### src/rtl/hcmm_pkg.sv
// ---------------------------------------------------------------------------
// hcmm_pkg
// Shared types, region codes and I/O register tables for the memory map.
// ---------------------------------------------------------------------------
package hcmm_pkg;

   localparam int RomBytes       = 32768;
   localparam int VideoRamBytes  = 8192;
   localparam int SpriteRamBytes = 160;
   localparam int HighRamBytes   = 127;

   typedef enum logic [3:0] {
      RGN_ROM   = 4'd0,
      RGN_VRAM  = 4'd1,
      RGN_CRAM  = 4'd2,
      RGN_WRAM  = 4'd3,
      RGN_OAM   = 4'd4,
      RGN_GAP   = 4'd5,
      RGN_IO    = 4'd6,
      RGN_HRAM  = 4'd7,
      RGN_IE    = 4'd8
   } region_type;

   // classified access handed from front to back
   typedef struct packed {
      logic       write;
      region_type region;
      logic [14:0] offset;
      logic [7:0]  data;
   } access_type;

   localparam int AccessBits = $bits(access_type);

   // I/O offsets with special handling
   localparam logic [6:0] IO_P1   = 7'h00;
   localparam logic [6:0] IO_SC   = 7'h02;
   localparam logic [6:0] IO_DIV  = 7'h04;
   localparam logic [6:0] IO_TAC  = 7'h07;
   localparam logic [6:0] IO_IF   = 7'h0F;
   localparam logic [6:0] IO_STAT = 7'h41;
   localparam logic [6:0] IO_LY   = 7'h44;
   localparam logic [6:0] IO_OBP0 = 7'h48;
   localparam logic [6:0] IO_OBP1 = 7'h49;

   function automatic logic io_known(input logic [6:0] r);
      logic k;
      begin
         unique case (r)
            7'h00, 7'h01, 7'h02, 7'h04, 7'h05, 7'h06, 7'h07, 7'h0F,
            7'h10, 7'h11, 7'h12, 7'h13, 7'h14, 7'h16, 7'h17, 7'h18, 7'h19,
            7'h1A, 7'h1B, 7'h1C, 7'h1D, 7'h1E,
            7'h20, 7'h21, 7'h22, 7'h23, 7'h24, 7'h25, 7'h26,
            7'h40, 7'h41, 7'h42, 7'h43, 7'h44, 7'h45, 7'h46, 7'h47,
            7'h48, 7'h49, 7'h4A, 7'h4B: k = 1'b1;
            default: k = 1'b0;
         endcase
         return k;
      end
   endfunction

   function automatic logic [7:0] io_reset_value(input logic [6:0] r);
      logic [7:0] v;
      begin
         unique case (r)
            7'h00: v = 8'hCF;  7'h02: v = 8'h7E;  7'h04: v = 8'hAB;
            7'h07: v = 8'hF8;  7'h0F: v = 8'hE1;  7'h10: v = 8'h80;
            7'h11: v = 8'hBF;  7'h12: v = 8'hF3;  7'h13: v = 8'hFF;
            7'h14: v = 8'hBF;  7'h16: v = 8'h3F;  7'h18: v = 8'hFF;
            7'h19: v = 8'hBF;  7'h1A: v = 8'h7F;  7'h1B: v = 8'hFF;
            7'h1C: v = 8'h9F;  7'h1D: v = 8'hFF;  7'h1E: v = 8'hBF;
            7'h20: v = 8'hFF;  7'h23: v = 8'hBF;  7'h24: v = 8'h77;
            7'h25: v = 8'hF3;  7'h26: v = 8'hF1;  7'h40: v = 8'h91;
            7'h41: v = 8'h85;  7'h46: v = 8'hFF;  7'h47: v = 8'hFC;
            default: v = 8'h00;
         endcase
         return v;
      end
   endfunction

endpackage

### src/rtl/hcmm_front.sv
// ---------------------------------------------------------------------------
// hcmm_front
// Accepts bus accesses and decodes the address into a region and offset.
// ---------------------------------------------------------------------------
module hcmm_front (
   input  logic                 clock,
   input  logic                 reset,
   input  logic                 req_tvalid,
   output logic                 req_tready,
   input  logic [23:0]          req_tdata,
   input  logic                 req_tuser,
   output logic                 q_valid,
   input  logic                 q_ready,
   output hcmm_pkg::access_type q_access
);
   import hcmm_pkg::*;

   logic [15:0] a;
   access_type  cls;
   access_type  q_data_ff [2];
   logic [1:0]  cnt_ff, cnt_in;
   logic        wp_ff, wp_in, rp_ff, rp_in;
   logic        push, pop;

   assign a = req_tdata[15:0];

   always_comb begin
      cls.write  = req_tuser;
      cls.data   = req_tdata[23:16];
      cls.offset = a[14:0];
      priority if (a < 16'h8000) begin
         cls.region = RGN_ROM;
      end else if (a < 16'hA000) begin
         cls.region = RGN_VRAM;
         cls.offset = {2'b0, a[12:0]};
      end else if (a < 16'hC000) begin
         cls.region = RGN_CRAM;
         cls.offset = {2'b0, a[12:0]};
      end else if (a < 16'hFE00) begin
         // work RAM and its echo share the low 13 bits
         cls.region = RGN_WRAM;
         cls.offset = {2'b0, a[12:0]};
      end else if (a < 16'hFEA0) begin
         cls.region = RGN_OAM;
         cls.offset = {7'b0, a[7:0]};
      end else if (a < 16'hFF00) begin
         cls.region = RGN_GAP;
      end else if (a < 16'hFF80) begin
         cls.region = RGN_IO;
         cls.offset = {8'b0, a[6:0]};
      end else if (a < 16'hFFFF) begin
         cls.region = RGN_HRAM;
         cls.offset = {8'b0, a[6:0]};
      end else begin
         cls.region = RGN_IE;
      end
   end

   assign req_tready = (cnt_ff != 2'd2);
   assign push       = req_tvalid && req_tready;
   assign q_valid    = (cnt_ff != 2'd0);
   assign pop        = q_valid && q_ready;
   assign q_access   = q_data_ff[rp_ff];

   always_comb begin
      cnt_in = cnt_ff + {1'b0, push} - {1'b0, pop};
      wp_in  = push ? ~wp_ff : wp_ff;
      rp_in  = pop ? ~rp_ff : rp_ff;
   end

   always_ff @(posedge clock) begin
      if (reset) begin
         cnt_ff <= '0;
         wp_ff  <= 1'b0;
         rp_ff  <= 1'b0;
      end else begin
         cnt_ff <= cnt_in;
         wp_ff  <= wp_in;
         rp_ff  <= rp_in;
      end
      if (push) q_data_ff[wp_ff] <= cls;
   end

endmodule

### config.mk
export PLATFORM = sky130hd
export DESIGN_NAME = hcmm_front
export DESIGN_NICKNAME = d
export VERILOG_FILES = /design/src/rtl/hcmm_pkg.sv /design/src/rtl/hcmm_front.sv
export SDC_FILE = /design/constraint.sdc
export NUM_CORES = 1
export LEC_CHECK = 0
export ABC_AREA = 0
export BUFFER_PORTS_ARGS = -buffer_cell sky130_fd_sc_hd__buf_2
export CAP_MARGIN = 20
export CORE_UTILIZATION = 43
export DETAILED_ROUTE_END_ITERATION = 8
export PLACE_DENSITY = 0.66
export REMOVE_ABC_BUFFERS = 1
export SYNTH_ARGS = -nofsm -noshare
export SYNTH_HDL_FRONTEND = slang
export SYNTH_SLANG_ARGS = --single-unit
### constraint.sdc
create_clock -name clock -period 2.77 [get_ports clock]
set_input_delay 0.554 -clock clock [delete_from_list [all_inputs] [get_ports clock]]
set_output_delay 0.554 -clock clock [all_outputs]
set_load 0.03 [all_outputs]
After elaboration in Yosys (flattened, before gate mapping)

Memory sizes are Yosys's and may differ from the RTL's. A register that Yosys moved wholly into a read port is not among the register bits.
Cells that the tools add are included.

Register bits: 4
Bits in writable memories: 56
Input bits: 29
Output and inout port bits: 30
Word-level logic and storage cells: 35
Memories: 1

Memories:

| name      | depth | width | rd ports | clocked after Yosys merged registers in | wr ports | line             | source |
|---|---|---|---|---|---|---|---|
| q_data_ff | 2     | 28    | 1        | 1                                       | 1        | hcmm_front.sv:20 | `access_type q_data_ff [2];` |

Add/sub/neg operators: 2
Order comparisons: 8
Eq/ne operators: 1
Muxes and demuxes: 15
Bitwise operators: 2
Reduce and logical (&&, ||, !) cells: 3

Operators by type and width:

| kind                   | number |
|---|---|
| $lt A16 B16 Y1 const B | 8 |
| $mux W19               | 5 |
| $mux W15               | 3 |
| $mux W4                | 3 |
| $mux W1                | 4 |
| $add A2 B1 Y2          | 1 |
| $logic_and A1 B1 Y1    | 2 |
| $ne A2 B2 Y1 const B   | 1 |
| $not A1 Y1             | 2 |
| $reduce_bool A2 Y1     | 1 |
| $sub A2 B1 Y2          | 1 |

Longest topological paths before layout

Gate-level depths: netlist of the first run.

Depth after elaboration: 9
Gate-level depth with buffers: 8
Mapped depth without buffers: 8

Least setup slack after synthesis of the first run

Ideal clock, no wire load.

Kind: register to register
Start point: register cnt_ff[0]
End point: memory q_data_ff[1][0] (netlist name), enable pin
Library setup time: 0.388 ns
Data arrival time: 1.516 ns
Data required time: 2.382 ns
Path slack: 0.867 ns
Cell stages (with the launch flop): 3
Path buffers: 0
Clock period less this slack: 1.903 ns
Path through: dfxtp_1 nand2b_1 and3_1

Cells in the longest elaborated chain, start to end: 4

RTL lines:

| item                          | line             | source |
|---|---|---|
| from (decl)                   | hcmm_front.sv:21 | `logic [1:0] cnt_ff, cnt_in;` |
| from (signal assigned)        | hcmm_front.sv:77 | `cnt_ff <= cnt_in;` |
| $ne A2 B2 Y1                  | hcmm_front.sv:59 | `assign req_tready = (cnt_ff != 2'd2);` |
| named net req_tready          | hcmm_front.sv:9  | `output logic req_tready,` |
| $logic_and A1 B1 Y1           | hcmm_front.sv:60 | `assign push = req_tvalid && req_tready;` |
| $mux W1                       | hcmm_front.sv:81 | `if (push) q_data_ff[wp_ff] <= cls;` |
| $mux W1 (implied by the code) | hcmm_front.sv:81 |  |
| to (decl)                     | hcmm_front.sv:20 |  |

The timed path passes the listed nets, and every way through them passes these cells.

==> out/results.md, run 1 <==
- **outcome** finished, final reports clean
- **category of the critical setup timing path** flop to output port
- **post-layout min period** 2200 ps
- **fillers** 485
- **detail-routed net length per standard cell** 15.1 um
- **Mapped Avg Cell Area** 16.6 um2
- **clock buffer count from CTS** 9
- **Max-slew headroom** 64.6%
- **warning count from the yosys run** 0
- **CP Max Fanout** 22
- **clock network latency to the later pin of the worst-skew pair** 330 ps
- **Max Root-Sink Buffers** 2
- **area enclosed by the die boundary** 0.00603 mm2
- **Mapped Area** 0.00246 mm2
- **cells after synthesis** 148
- **Total Power Consumption** 2.83 mW
- **largest net degree at the start of global routing** 29
- **ratio of routed vias to standard cells** 5.05
- **pwr dens** 945 mW/mm2
- **Critical Path RT** 2220 ps
- **number of H-tree branching levels** 3
- **number of global-route vias before repair** 1433
- **maximum clock skew at final layout** 5.42 ps
- **setup repair after global routing missed its margin** no
- **sequential-to-total area share from yosys stat** 72.4%
- **Detail Route Antenna Nets** 0
- **FF+latch count, synth** 61
- **first-pass GRT wire length** 6870 um
- **ranking of synthesized cells by area** sky130_fd_sc_hd__edfxtp_1 68%, sky130_fd_sc_hd__mux2_2 13%, sky130_fd_sc_hd__dfxtp_1 4.1%
- **count of flip-flops with a built-in enable after synthesis** 56
- **Worst-path clk slew** 60 ps
- **Min-Delay Path Class** input pin to flop
- **first drt pass iteration count** 4
- **ant diodes** 0
- **Core Rows** 27
- **total leakage power** 1.16 nW
- **sequence of cells on the critical path** buf_12, mux2_2, buf_2
- **Final HPWL DP** 2910 um
- **category of the worst setup path capture point** output port
- **# Post-CTS Setup Buffers** 0
- **number of clock sinks** 61
- **number of antenna violations at the first check in global routing** 0
- **Max Clock Freq** 454 MHz
- **count of cell types in the netlist** 32
- **Clock Root Buffer** sky130_fd_sc_hd__clkbuf_8
- **remaining routing DRC violations** 0
- **worst hold slack after final layout** 415 ps
- **number of top-level pins** 59
- **multi-input logic area** 608 um2
- **total grt overflow** 0
- **TritonCTS clock tree** yes
- **final-report setup violation count** 0
- **Worst IR Drop VDD** 0.000582 V
- **total detailed-routing wirelength** 4390 um
- **count of pins over their slew limit** 0
- **share of post-route cells with drive strength above 1** 48.4%
- **Slowest Stage Delay on Critical Path** 540 ps
- **IO buf count** 58
- **starting utilization of the core area** 44.7%
- **final clock period utilization by the worst path** 79.5%
- **Final GP Congestion** 0.746
- **count of vias placed by the detailed router** 1470
- **Layout Area Growth over Synthesis** 21.8%
- **Post-CTS Hold Buffers** 0
- **proportion of register bits with asynchronous set or reset after synthesis** 0%
- **overall die height** 77.7 um
- **total area of sequential cells** 0.00178 mm2
- **kind of start point of the critical path** flop
- **area of the core region** 0.00551 mm2
- **initial detailed-routing violation count** 73
- **cell type with the highest aggregate area in the netlist** sky130_fd_sc_hd__edfxtp_1
- **primary flip-flop cell chosen by synthesis mapping** sky130_fd_sc_hd__edfxtp_1
- **area fraction of the dominant cell type after synthesis** 68.3%
- **total negative slack** 0 ps
- **data arrival time of the critical path** 1650 ps
- **Final Net Count** 246
- **die boundary width** 77.7 um
- **overall track demand over capacity in global routing** 15.6%
- **Least-Margin Pin Slew** 531 ps
- **Final Hold Violating Endpoints** 0
- **critical-path cell with the highest stage delay** sky130_fd_sc_hd__dfxtp_1
- **post-cts sizing count** 0
- **max-cap viol count** 0
==> registers in the layout, indices dropped and copies added, names as in the netlist, named ones only <==
register,flops
rp_ff,1
cnt_ff,2
q_data_ff,56
wp_ff,1
==> final timing paths <==
path / from / depth (start not counted) / endpoint / slack [ps]
min reg2reg: rp_ff$_SDFFE_PP0P_ / 2 / flop / 520
max reg2reg: cnt_ff[0]$_SDFF_PP0_ / 8 / cnt_ff[1]$_SDFF_PP0_ / 1170
max: flop / 3 / q_access[17] / 570
min: req_tdata[21] / 1 / q_data_ff[0][5]$_DFFE_PP_ / 420
==> stage by stage <==
stage | instances | area [um2] | worst slack (ps) | utilization (%)
finish | 291 | 3000 | 569 | 54.4
CTS | 291 | 3000 | 528 | 54.4
global placement | 276 | 2840 | 898 | 51.6
floorplan | 143 | 2430 | 846 | -
detailed placement | 276 | 2840 | 893 | 51.6
global route | 291 | 3000 | 499 | 54.4
==> synthesized netlist by cell type, types with 2 or more instances <==
| master | n |
|---|---|
| sky130_fd_sc_hd__a31oi_1 | 5 |
| sky130_fd_sc_hd__nor2_1 | 4 |
| sky130_fd_sc_hd__o21ai_0 | 3 |
| sky130_fd_sc_hd__mux2_2 | 28 |
| sky130_fd_sc_hd__buf_2 | 3 |
| sky130_fd_sc_hd__nor3_1 | 2 |
| sky130_fd_sc_hd__and4_1 | 2 |
| sky130_fd_sc_hd__o21a_1 | 2 |
| sky130_fd_sc_hd__inv_1 | 10 |
| sky130_fd_sc_hd__a21oi_1 | 4 |
| sky130_fd_sc_hd__a221oi_1 | 2 |
| sky130_fd_sc_hd__nand4_1 | 3 |
| sky130_fd_sc_hd__ha_1 | 2 |
| sky130_fd_sc_hd__dfxtp_1 | 5 |
| sky130_fd_sc_hd__edfxtp_1 | 56 |
==> cell families (layout without fill, tap and decap cells) <==
kind of cell             after synthesis  count (layout)  synth area share [%]
adder cells (fa/ha/maj)                2               2                  1.02
buffers and inverters                 15              86                  2.90
flip-flops                            61              61                  72.4
multiplexers                          28              28                  12.8
AND/OR/NAND/NOR                       21              21                  5.03
AO/OA/AOI/OAI                         19              19                  5.13
XOR/XNOR                               2               2                 0.712
==> worst max-delay path: cells and delay by family (launching register included) <==
family	cells	cell delay [ps]
buffers and inverters	2	410
flip-flops	1	540
multiplexers	1	360
==> cell type report <==
| type | count | area share (%) |
|---|---|---|
| Inverter | 10 | 1.25 |
| Tap cell | 72 | 3.01 |
| Sequential cell | 61 | 59.4 |
| Clock inverter | 6 | 1.04 |
| Clock buffer | 9 | 4.13 |
| Multi-Input combinational cell | 72 | 20.3 |
| Timing Repair Buffer | 61 | 10.9 |
==> report_power, final <==
| group | leakage [nW] | switching (mW) | internal (mW) |
|---|---|---|---|
| clock | 0.0821 | 0.320 | 0.309 |
| combinational | 0.508 | 0.610 | 0.356 |
| sequential | 0.566 | 0.0572 | 1.18 |
| total | 1.16 | 0.987 | 1.84 |
==> metal layers <==
metal  global-route usage [%]  vias to the layer above  share of wire [%]
met3                     4.24                        9                5.3
met5                        0                        -                  0
li1                         -                      701                  -
met4                     9.62                        0                1.9
met2                     24.9                       41                 50
met1                     18.8                      719                 42
==> placed cells by master, fill, tap and decap left out, types with 2 or more instances in the layout <==
cell type / count
sky130_fd_sc_hd__dfxtp_1: 5
sky130_fd_sc_hd__o21a_1: 2
sky130_fd_sc_hd__buf_4: 2
sky130_fd_sc_hd__clkbuf_8: 9
sky130_fd_sc_hd__nor2_1: 4
sky130_fd_sc_hd__inv_1: 10
sky130_fd_sc_hd__a31oi_1: 5
sky130_fd_sc_hd__buf_2: 58
sky130_fd_sc_hd__edfxtp_1: 56
sky130_fd_sc_hd__and4_1: 2
sky130_fd_sc_hd__mux2_2: 28
sky130_fd_sc_hd__clkinv_2: 4
sky130_fd_sc_hd__a221oi_1: 2
sky130_fd_sc_hd__nor3_1: 2
sky130_fd_sc_hd__o21ai_0: 3
sky130_fd_sc_hd__ha_1: 2
sky130_fd_sc_hd__a21oi_1: 4
sky130_fd_sc_hd__nand4_1: 3
No activity file was read; power rests on OpenSTA's default activity.
==> run 2: changes to the inputs <==
--- a/config.mk
+++ b/config.mk
@@ -10,7 +10,7 @@
 export CAP_MARGIN = 20
 export CORE_UTILIZATION = 43
 export DETAILED_ROUTE_END_ITERATION = 8
-export PLACE_DENSITY = 0.66
+export PLACE_DENSITY = 0.69
 export REMOVE_ABC_BUFFERS = 1
 export SYNTH_ARGS = -nofsm -noshare
 export SYNTH_HDL_FRONTEND = slang
==> constraint.sdc (replaced) <==
create_clock -name clock -period 1.75 [get_ports clock]
set_input_delay 0.35 -clock clock [delete_from_list [all_inputs] [get_ports clock]]
set_output_delay 0.35 -clock clock [all_outputs]
set_load 0.03 [all_outputs]
==> run 2 against run 1 <==
Total power is 63% higher; count of clock-buffer cells in the layout is 1 higher; critical endpoint is now q_access[13]; largest power group unchanged; core utilization is 1.5 points higher; non-clock buffer count is 2 higher; flip-flop and latch count stayed put; critical path depth stayed put; routed wire length is 0.14% higher; clock skew is 1.2 ps higher; hold slack worse by 200 ps; die area stayed put; sequential share of layout area is 1.5 points lower; critical path type unchanged; clock power is 53% higher.
==> out/results.md, run 2 (synthesized netlist as in run 1, its figures left out) <==
- **ratio of routed vias to standard cells** 5.09
- **overall track demand over capacity in global routing** 15.6%
- **Least-Margin Pin Slew** 487 ps
- **first-pass GRT wire length** 6730 um
- **kind of cell adding the most delay to the critical path** flip-flops
- **Max-slew headroom** 67.5%
- **most frequent cells in the layout** 56 x sky130_fd_sc_hd__edfxtp_1, 51 x sky130_fd_sc_hd__buf_2, 27 x sky130_fd_sc_hd__mux2_2, 10 x sky130_fd_sc_hd__inv_1, 9 x sky130_fd_sc_hd__clkbuf_8
- **biggest regs** q_data_ff: 56 flops, cnt_ff: 2 flops
- **Worst-path clk slew** 60 ps
- **Final HPWL DP** 2910 um
- **clock share of power** 20.8%
- **kind of start point of the critical path** flop
- **largest net degree at the start of global routing** 29
- **maximum clock skew at final layout** 6.65 ps
- **Final GP Congestion** 0.874
- **detail-routed net length per standard cell** 15.1 um
- **Core Rows** 27
- **Total Power Consumption** 4.62 mW
- **clock buffer count from CTS** 9
- **area of the core region** 0.00551 mm2
- **clock network latency to the later pin of the worst-skew pair** 320 ps
- **number of buffer and inverter instances along the worst setup path** 2
- **critical-path cell with the highest stage delay** sky130_fd_sc_hd__dfxtp_4
- **Largest Register** q_data_ff
- **placed insts** 277
- **number of global-route vias before repair** 1449
- **category of the critical setup timing path** flop to output port
- **most frequent standard cell in the layout excluding fill and tap cells** sky130_fd_sc_hd__edfxtp_1
- **count of vias placed by the detailed router** 1487
- **outcome** finished, final reports clean
- **final clock period utilization by the worst path** 99.0%
- **total grt overflow** 0
- **Comb power frac** 36.8%
- **overall die height** 77.7 um
- **Critical Path RT** 1400 ps
- **total leakage power** 1.19 nW
- **category of the worst setup path capture point** output port
- **number of H-tree branching levels** 3
- **post-layout min period** 1730 ps
- **Final Hold Violating Endpoints** 0
- **remaining routing DRC violations** 0
- **utilization after layout** 55.9%
- **IO buf count** 58
- **area enclosed by the die boundary** 0.00603 mm2
- **starting utilization of the core area** 44.7%
- **pwr dens** 1500 mW/mm2
- **ant diodes** 0
- **number of flip-flops in the largest register** 56
- **switching power total** 1.57 mW
- **Final Net Count** 248
- **total detailed-routing wirelength** 4400 um
- **detailed-route wire length on metal 1** 1870 um
- **Min-Delay Path Class** input pin to flop
- **max-cap viol count** 0
- **# Post-CTS Setup Buffers** 0
- **placed cell areas** 0.00288 mm2
- **first drt pass iteration count** 4
- **Detail Route Antenna Nets** 0
- **data arrival time of the critical path** 1380 ps
- **sequence of cells on the critical path** buf_12, mux2_2, buf_2
- **final design area excluding fillers** 0.00308 mm2
- **Worst IR Drop VDD** 0.000754 V
- **met3 WL** 251 um
- **Slowest Stage Delay on Critical Path** 400 ps
- **share of post-route cells with drive strength above 1** 48.2%
- **internal cell power** 3.05 mW
- **number of clock sinks** 61
- **total negative slack** 0 ps
- **die boundary width** 77.7 um
- **top sig layer** met4
- **final instance count without filler cells** 292
- **routed wire length on met2** 2210 um
- **CP Max Fanout** 12
- **portion of total power attributed to sequential cells** 42.4%
- **count of pins over their slew limit** 0
- **switching part of the total** 34.0%
- **number of top-level pins** 59
- **number of antenna violations at the first check in global routing** 0
- **setup repair after global routing missed its margin** yes
- **Clock Root Buffer** sky130_fd_sc_hd__clkbuf_8
- **final-report setup violation count** 0
- **Max Root-Sink Buffers** 2
- **TritonCTS clock tree** yes
- **Max Clock Freq** 577 MHz
- **Layout Area Growth over Synthesis** 25.2%
- **initial detailed-routing violation count** 63
run 2: layout make-up:
type	count	area, um2
Tap cell	72	90.1
Inverter	10	37.5
Fill cell	463	2430
Clock buffer	10	128
Clock inverter	4	17.5
Multi-Input combinational cell	72	612
Timing Repair Buffer	63	410
Sequential cell	61	1790
run 2: worst paths after layout:
path / startpoint / to / slack (ps) / cells after the start
worst max-delay path: flop / q_access[13] / 20 / 3
worst min register to register: rp_ff$_SDFFE_PP0P_ / rp_ff$_SDFFE_PP0P_ / 520 / 2
worst min-delay path: req_tuser / q_data_ff[0][27]$_DFFE_PP_ / 210 / 1
worst max register to register: cnt_ff[0]$_SDFF_PP0_ / cnt_ff[1]$_SDFF_PP0_ / 150 / 8
run 2: through the flow:
stage | setup WS (ps) | hold WS (ps)
floorplan | -153 | 419
CTS | -0.228 | 203
detailed placement | 69.4 | 495
global placement | 159 | 495
global route | -29.6 | 202
finish | 17.9 | 214
run 2: timing repair:
item                                    in CTS  in global routing
endpoints found under the setup margin      23                 22
gates cloned                                 1                  0
resized for setup                           11                  2
hold buffers                                 0                  0
run 2: worst reg2reg max path: stages (launching register included):
cell and delay, ps:
sky130_fd_sc_hd__dfxtp_1 360, sky130_fd_sc_hd__nand2b_1 190, sky130_fd_sc_hd__nand2_1 80, sky130_fd_sc_hd__ha_1 270, sky130_fd_sc_hd__inv_1 40, sky130_fd_sc_hd__ha_1 170
sky130_fd_sc_hd__xor2_1 150, sky130_fd_sc_hd__and2_1 150, sky130_fd_sc_hd__nor3_1 120
run 2: per-layer routing:
metal | vias up | GRT usage, %
met2 | 44 | 26.0
met1 | 726 | 17.8
li1 | 707 | -
met4 | 0 | 10.0
met3 | 10 | 3.88
met5 | - | 0
run 2: power by group through the flow:
stage	registers, mW	logic (mW)	clock network (mW)
after floorplan	2.01	1.07	0
after global placement	1.95	1.61	0
after detailed placement	1.97	1.61	0
after CTS	1.96	1.71	0.984
after global routing	1.98	1.80	1.04
final	1.96	1.70	0.960
